--- src/sv/gte_pkg.sv ---
// Shared constants, codes and types of the graph traversal engine.
// No dependencies; every other file but gte_ram uses it by scoped names.
package gte_pkg;

	localparam int MAX_VERTICES = 64;
	localparam int MAX_EDGES    = 256;
	localparam int WORK_DEPTH   = 1024;

	localparam int VERT_W  = 6;
	localparam int CMD_W   = 2;
	localparam int MODE_W  = 2;
	localparam int ST_W    = 2;
	localparam int VC_W    = 7;
	localparam int EDGE_W  = $clog2(MAX_EDGES);
	localparam int EUSED_W = $clog2(MAX_EDGES + 1);
	localparam int WS_AW   = $clog2(WORK_DEPTH);
	localparam int WS_PW   = $clog2(WORK_DEPTH + 1);
	localparam int FRAME_W = EDGE_W + 1;
	localparam int HT_W    = 2 * EDGE_W;

	localparam logic [FRAME_W-1:0] FRAME_NONE = {1'b1, {EDGE_W{1'b0}}};

	localparam logic [CMD_W-1:0] CMD_ADD   = 2'd0;
	localparam logic [CMD_W-1:0] CMD_WALK  = 2'd1;
	localparam logic [CMD_W-1:0] CMD_CLEAR = 2'd2;
	localparam logic [CMD_W-1:0] CMD_NOP   = 2'd3;

	localparam logic [MODE_W-1:0] MODE_BFS   = 2'd0;
	localparam logic [MODE_W-1:0] MODE_STACK = 2'd1;
	localparam logic [MODE_W-1:0] MODE_REC   = 2'd2;

	localparam logic [ST_W-1:0] ST_OK       = 2'd0;
	localparam logic [ST_W-1:0] ST_BAD_VERT = 2'd1;
	localparam logic [ST_W-1:0] ST_FULL     = 2'd2;
	localparam logic [ST_W-1:0] ST_OVERFLOW = 2'd3;

	typedef logic [4:0] op_t;

	localparam op_t OP_NOP      = 5'd0;
	localparam op_t OP_LATCH    = 5'd1;
	localparam op_t OP_CLEAR    = 5'd2;
	localparam op_t OP_RES_BAD  = 5'd3;
	localparam op_t OP_RES_FULL = 5'd4;
	localparam op_t OP_ADD_RD   = 5'd5;
	localparam op_t OP_ADD_WR   = 5'd6;
	localparam op_t OP_INIT     = 5'd7;
	localparam op_t OP_RINIT    = 5'd8;
	localparam op_t OP_POP      = 5'd9;
	localparam op_t OP_VISIT    = 5'd10;
	localparam op_t OP_HT       = 5'd11;
	localparam op_t OP_EDGE     = 5'd12;
	localparam op_t OP_RTOP     = 5'd13;
	localparam op_t OP_RPOP     = 5'd14;
	localparam op_t OP_RF       = 5'd15;
	localparam op_t OP_RE       = 5'd16;
	localparam op_t OP_RPUSH    = 5'd17;
	localparam op_t OP_FIN      = 5'd18;
	localparam op_t OP_FIN_OVF  = 5'd19;

	typedef struct packed {
		op_t op;
	} ctrl_t;

	typedef struct packed {
		logic [CMD_W-1:0]  cmd;
		logic [MODE_W-1:0] mode;
		logic              out_free;
		logic              add_bad;
		logic              add_full;
		logic              start_bad;
		logic              work_empty;
		logic              u_nonempty;
		logic              at_tail;
		logic              w_new;
		logic              ws_full;
		logic              rec_full;
		logic              frame_none;
	} stat_t;

endpackage

--- src/sv/gte_ctrl.sv ---
// Controller: sequences edge adds, clears and the three walk modes.
// Depends on gte_pkg; issues op codes to gte_dp and reads its status.
module gte_ctrl (
	input  logic           clk,
	input  logic           arst_n,
	input  logic           req_valid,
	output logic           req_ready,
	input  gte_pkg::stat_t stat,
	output gte_pkg::ctrl_t ctl
);
	localparam logic [3:0] S_IDLE  = 4'd0;
	localparam logic [3:0] S_DEC   = 4'd1;
	localparam logic [3:0] S_ADD   = 4'd2;
	localparam logic [3:0] S_RINIT = 4'd3;
	localparam logic [3:0] S_POP   = 4'd4;
	localparam logic [3:0] S_VISIT = 4'd5;
	localparam logic [3:0] S_HT    = 4'd6;
	localparam logic [3:0] S_EDGE  = 4'd7;
	localparam logic [3:0] S_RTOP  = 4'd8;
	localparam logic [3:0] S_RF    = 4'd9;
	localparam logic [3:0] S_RE    = 4'd10;
	localparam logic [3:0] S_RPUSH = 4'd11;

	logic [3:0] state_q, state_d;

	assign req_ready = (state_q == S_IDLE);

	always_comb begin
		state_d = state_q;
		ctl.op = gte_pkg::OP_NOP;
		if (state_q == S_IDLE) begin
			if (req_valid) begin
				ctl.op = gte_pkg::OP_LATCH;
				state_d = S_DEC;
			end
		end else if (stat.out_free) begin
			unique case (state_q)
				S_DEC: begin
					state_d = S_IDLE;
					unique case (stat.cmd)
						gte_pkg::CMD_ADD: begin
							if (stat.add_bad)
								ctl.op = gte_pkg::OP_RES_BAD;
							else if (stat.add_full)
								ctl.op = gte_pkg::OP_RES_FULL;
							else begin
								ctl.op = gte_pkg::OP_ADD_RD;
								state_d = S_ADD;
							end
						end
						gte_pkg::CMD_WALK: begin
							if (stat.start_bad)
								ctl.op = gte_pkg::OP_RES_BAD;
							else begin
								ctl.op = gte_pkg::OP_INIT;
								state_d = (stat.mode == gte_pkg::MODE_REC) ? S_RINIT : S_POP;
							end
						end
						gte_pkg::CMD_CLEAR: ctl.op = gte_pkg::OP_CLEAR;
						gte_pkg::CMD_NOP: ctl.op = gte_pkg::OP_NOP;
						default: ;
					endcase
				end
				S_ADD: begin
					ctl.op = gte_pkg::OP_ADD_WR;
					state_d = S_IDLE;
				end
				S_RINIT: begin
					ctl.op = gte_pkg::OP_RINIT;
					state_d = S_RTOP;
				end
				S_POP: begin
					if (stat.work_empty) begin
						ctl.op = gte_pkg::OP_FIN;
						state_d = S_IDLE;
					end else begin
						ctl.op = gte_pkg::OP_POP;
						state_d = S_VISIT;
					end
				end
				S_VISIT: begin
					ctl.op = gte_pkg::OP_VISIT;
					state_d = stat.u_nonempty ? S_HT : S_POP;
				end
				S_HT: begin
					ctl.op = gte_pkg::OP_HT;
					state_d = S_EDGE;
				end
				S_EDGE: begin
					if (stat.w_new && stat.ws_full) begin
						ctl.op = gte_pkg::OP_FIN_OVF;
						state_d = S_IDLE;
					end else begin
						ctl.op = gte_pkg::OP_EDGE;
						state_d = stat.at_tail ? S_POP : S_EDGE;
					end
				end
				S_RTOP: begin
					if (stat.work_empty) begin
						ctl.op = gte_pkg::OP_FIN;
						state_d = S_IDLE;
					end else begin
						ctl.op = gte_pkg::OP_RTOP;
						state_d = S_RF;
					end
				end
				S_RF: begin
					if (stat.frame_none) begin
						ctl.op = gte_pkg::OP_RPOP;
						state_d = S_RTOP;
					end else begin
						ctl.op = gte_pkg::OP_RF;
						state_d = S_RE;
					end
				end
				S_RE: begin
					if (stat.w_new && stat.rec_full) begin
						ctl.op = gte_pkg::OP_FIN_OVF;
						state_d = S_IDLE;
					end else begin
						ctl.op = gte_pkg::OP_RE;
						state_d = stat.w_new ? S_RPUSH : S_RTOP;
					end
				end
				S_RPUSH: begin
					ctl.op = gte_pkg::OP_RPUSH;
					state_d = S_RTOP;
				end
				default: state_d = S_IDLE;
			endcase
		end
	end

	always_ff @(posedge clk or negedge arst_n) begin
		if (!arst_n)
			state_q <= S_IDLE;
		else
			state_q <= state_d;
	end
endmodule

--- config.mk ---
export PLATFORM = sky130hd
export DESIGN_NAME = gte_ctrl
export DESIGN_NICKNAME = d
export VERILOG_FILES = /design/src/sv/gte_pkg.sv /design/src/sv/gte_ctrl.sv
export SDC_FILE = /design/constraint.sdc
export NUM_CORES = 1
export LEC_CHECK = 0
export BUFFER_PORTS_ARGS = -buffer_cell sky130_fd_sc_hd__buf_2
export CELL_PAD_IN_SITES_DETAIL_PLACEMENT = 0
export CELL_PAD_IN_SITES_GLOBAL_PLACEMENT = 2
export CORE_MARGIN = 2
export CORE_UTILIZATION = 27
export CTS_CLUSTER_DIAMETER = 200
export CTS_CLUSTER_SIZE = 28
export DETAILED_ROUTE_END_ITERATION = 6
export PLACE_DENSITY_LB_ADDON = 0.1
export SLEW_MARGIN = 25
export SYNTH_ARGS = -nofsm -noshare
export SYNTH_HDL_FRONTEND = slang
export SYNTH_SLANG_ARGS = --single-unit
export TNS_END_PERCENT = 10
--- constraint.sdc ---
create_clock -name clk -period 1.9 [get_ports clk]
set_input_delay 0.095 -clock clk [delete_from_list [all_inputs] [get_ports clk]]
set_output_delay 0.095 -clock clk [all_outputs]
set_load 0.05 [all_outputs]
After elaboration in Yosys (flattened, before gate mapping). Index checks and enable logic that the tools add are counted. W data, S select, Z words.

Logic and storage cells: 54. Input port bits: 18. Flip-flop bits (word level): 4.

Reductions and logical operators: 7. Muxes and demuxes: 30. Equality and inequality tests: 16.

Operator list (count): $pmux W5 S11 (1); $pmux W4 S9 (1); $mux W5 (5); $mux W4 (5); $pmux W5 S4 (1); $mux W3 (6); $eq A4 B3 Y1 const B (4); $eq A4 B4 Y1 const B (4); $mux W2 (7); $eq A4 B2 Y1 const B (2); $eq A2 B2 Y1 const B (3); $pmux W3 S2 (1); $eq A4 B1 Y1 const B (1); $logic_not A4 Y1 (1); $mux W1 (3); $eq A2 B1 Y1 const B (1); $logic_and A1 B1 Y1 (2); $logic_not A2 Y1 (1); $ne A2 B2 Y1 const B (1); $reduce_and A2 Y1 (1); $reduce_bool A2 Y1 (1); $reduce_or A2 Y1 (1).

Longest topological paths before layout.
Depth in word-level cells: 7. Gate-level depth with buffers: 6.

Worst setup path before layout. No wires, ideal clock.

Path type: register to output. Start point: reg state_q[0]. End point: out ctl[4] (netlist name). Required time: 1.805 ns. Cell stages (with the launch flop): 6. Arrival time: 2.478 ns. Buffers on the path: 2. Path slack: -0.673 ns. Path through: dfrtp_1 -> buf_2 -> buf_2 -> a31oi_1 -> o21ai_0 -> nor4b_1.

RTL lines: start: declaration (line gte_ctrl.sv:24) `logic [3:0] state_q, state_d;`; start signal: assignment (line gte_ctrl.sv:138) `state_q <= state_d;`; end: declaration (line gte_ctrl.sv:9) `output gte_pkg::ctrl_t ctl`.

==> impl_metrics.ini <==
[timing]
finalClockSkew_ps = 3.38
rsz0062_at_grt = yes
setup_viol = 0
hold_viol = 0
period_share_pct = 96.5
fmax_ghz = 0.545
slew_headroom_pct = 73.8
slew_viol_final = 0
fin_crit_ps = 1830
tightest_slew_ps = 390

[die]
coreArea_um2 = 2500
rows = 18
initial_core_util_pct = 28.7
dieArea_um2 = 3080
io_pins = 24
fp.dieW_um = 55.5
die_y_um = 55.5

[clocking]
cts_tree = yes
clkTransAtPathRegs_ps = 40
clock_latency_ps = 240
cts-root-buf = clkbuf_4
htreeDepth = 1
cts_buffers = 3
clock-sinks = 4
clk_path_buf_depth = 2

[yosys]
ys_warn_count = 0
syn_inst = 95
yosysTopAreaCell = dfrtp_1
avgSynthCellArea_um2 = 7.55
synth_seq_cells = 4
synth_edf_count = 0
yosysSeqAreaShare_pct = 14.0
yosysUniqueCellTypes = 44
synthTopCellsByArea = dfrtp_1 14%, a21oi_1 5.6%, nand2_1 4.7%, nand2b_4 3.8%, inv_1 3.7%
yosys_most_used_dff = dfrtp_1
synth_top_area_share_pct = 14.0
syn_nets = 115
syn_area_um2 = 717
ys_async_sr_fraction_pct = 100

[grt]
grt.total_usage_pct = 14.9
antenna_found_initial = 0
grt_pass1_wl_um = 3680
overflow = 0
grt_max_degree = 18
grt_pass1_vias = 822

[power]
internal_power_uw = 581
p_sw_uw = 610
power_uw = 1190
p_clk_share_pct = 9.5
swShare_pct = 51.2
ir_worst_vdd_mv = 0.843
p_leak_uw = 0.000474
pwr-share-comb_pct = 76.3
p_seq_share_pct = 14.2
power_density_nw_per_um2 = 1150

[worst_setup_path]
end_kind = output pin
worstSetupPathType = register to output pin
crit_required_ps = 1800
cp.arrival_ps = 1740
startpoint_type = register
r2r_slack_ps = 210
critPathMaxFanout = 17

[place]
gp_congestion = 0.741
place_area_um2 = 901
port_buffers = 23
hpwl_um = 1800

[layout]
regMostFlops = state_q
largest_registers = state_q: 4 flops
antenna_cells = 0
layout_commonest_cell = buf_2
nets = 157
layout_common_cells = 23 x buf_2, 20 x buf_4, 9 x nand2_1
drive_gt1_share_pct = 45.2
design_area_um2 = 1030
area_growth_pct = 44.0
largest_reg_flops = 4

[drt]
drt_pass1_iterations = 4
first_iter_violations = 27
avgRoutedWirePerCell_um = 15.2
vias_per_cell = 5.43
drc = 0
ant_nets = 0
drt_wl_total_um = 2500
vias = 896

[run]
drv_cap = 0

[worst_hold_path]
hp-class = input pin to register

[run_status]
outcome = completed
==> area by class of cell <==
type / count / area (um^2)
clock buffers: 3 / 22.5
flip-flops and latches: 4 / 105
inverters: 7 / 26.3
fillers: 272 / 1470
well taps: 30 / 37.5
repair buffers: 44 / 275
multi-input cells: 77 / 566
==> cell usage after synthesis (all sizes together), types with 2 or more instances <==
cell    number
nor2b        4
ha           2
nand2b       3
a21oi        8
o22ai        2
nor2         7
a221oi       2
o21ai        5
nand3        2
dfrtp        4
inv          7
buf          7
a221o        2
a21boi       2
o21bai       3
a211o        3
nand2        9
nor3         3
==> per-layer routing <==
layer	vias to the layer above	global-route usage (%)	wire length [um]
met3	8	1.64	110
met5	-	0	0
met2	35	24.0	1120
met4	0	6.97	48
met1	415	19.7	1230
li1	438	-	-
==> what timing repair did <==
action | 4_1_cts | 5_1_grt
endpoints found under the hold margin | 4 | 0
setup endpoints to repair | 4 | 4
gates cloned | 0 | 0
buffers inserted | 0 | 10
gates resized for setup | 5 | 6
pin swaps | 0 | 1
hold buffers | 1 | 0
==> cells by family after synthesis <==
kind of cell / count (synthesis) / synth area share, %
buffers and inverters: 14 / 10.6
adders and majority gates: 2 / 3.49
and+or+nand+nor: 41 / 35.6
muxes: 1 / 1.57
AOI/OAI and AO/OA: 33 / 34.7
DFF: 4 / 14.0
==> final timing paths <==
check | endpoint | start | depth (start not counted)
worst max-delay path | ctl[1] | state_q[1] | 4
worst min-delay path | state_q[0] | req_valid | 2
worst max register to register | state_q[1] | state_q[2] | 5
worst min register to register | state_q[2] | state_q[3] | 3
max in group asynchronous | state_q[2] | arst_n | 2
min in group asynchronous | state_q[0] | arst_n | 2
==> metrics by stage <==
| step | instances | setup TNS, ps | worst slack, ps | util (%) | hold slack, ps |
|---|---|---|---|---|---|
| 2_1_floorplan | 95 | -916 | -407 | - | -201 |
| 3_3_place_gp | 151 | 0 | 130 | 36.0 | -90.0 |
| 3_5_place_dp | 151 | 0 | 93.1 | 36.0 | -85.0 |
| 4_1_cts | 155 | 0 | 7.45 | 37.6 | 88.0 |
| 5_1_grt | 165 | -13.8 | -12.2 | 41.3 | 97.6 |
| 6_report | 165 | 0 | 66.3 | 41.3 | 88.0 |
==> power groups by stage <==
stage	clock network (uW)	registers, uW	logic [uW]
floorplan	0	126	610
global placement	0	213	734
detailed placement	0	210	724
CTS	112	214	736
global route	117	175	977
finish	113	169	909
==> worst max-delay path: stages, from the launching register on <==
cell and delay, ps:
dfrtp_2 530, nor4_2 460, or2_2 230, a21oi_1 60, buf_2 220
(Power assumes the default switching activity.)
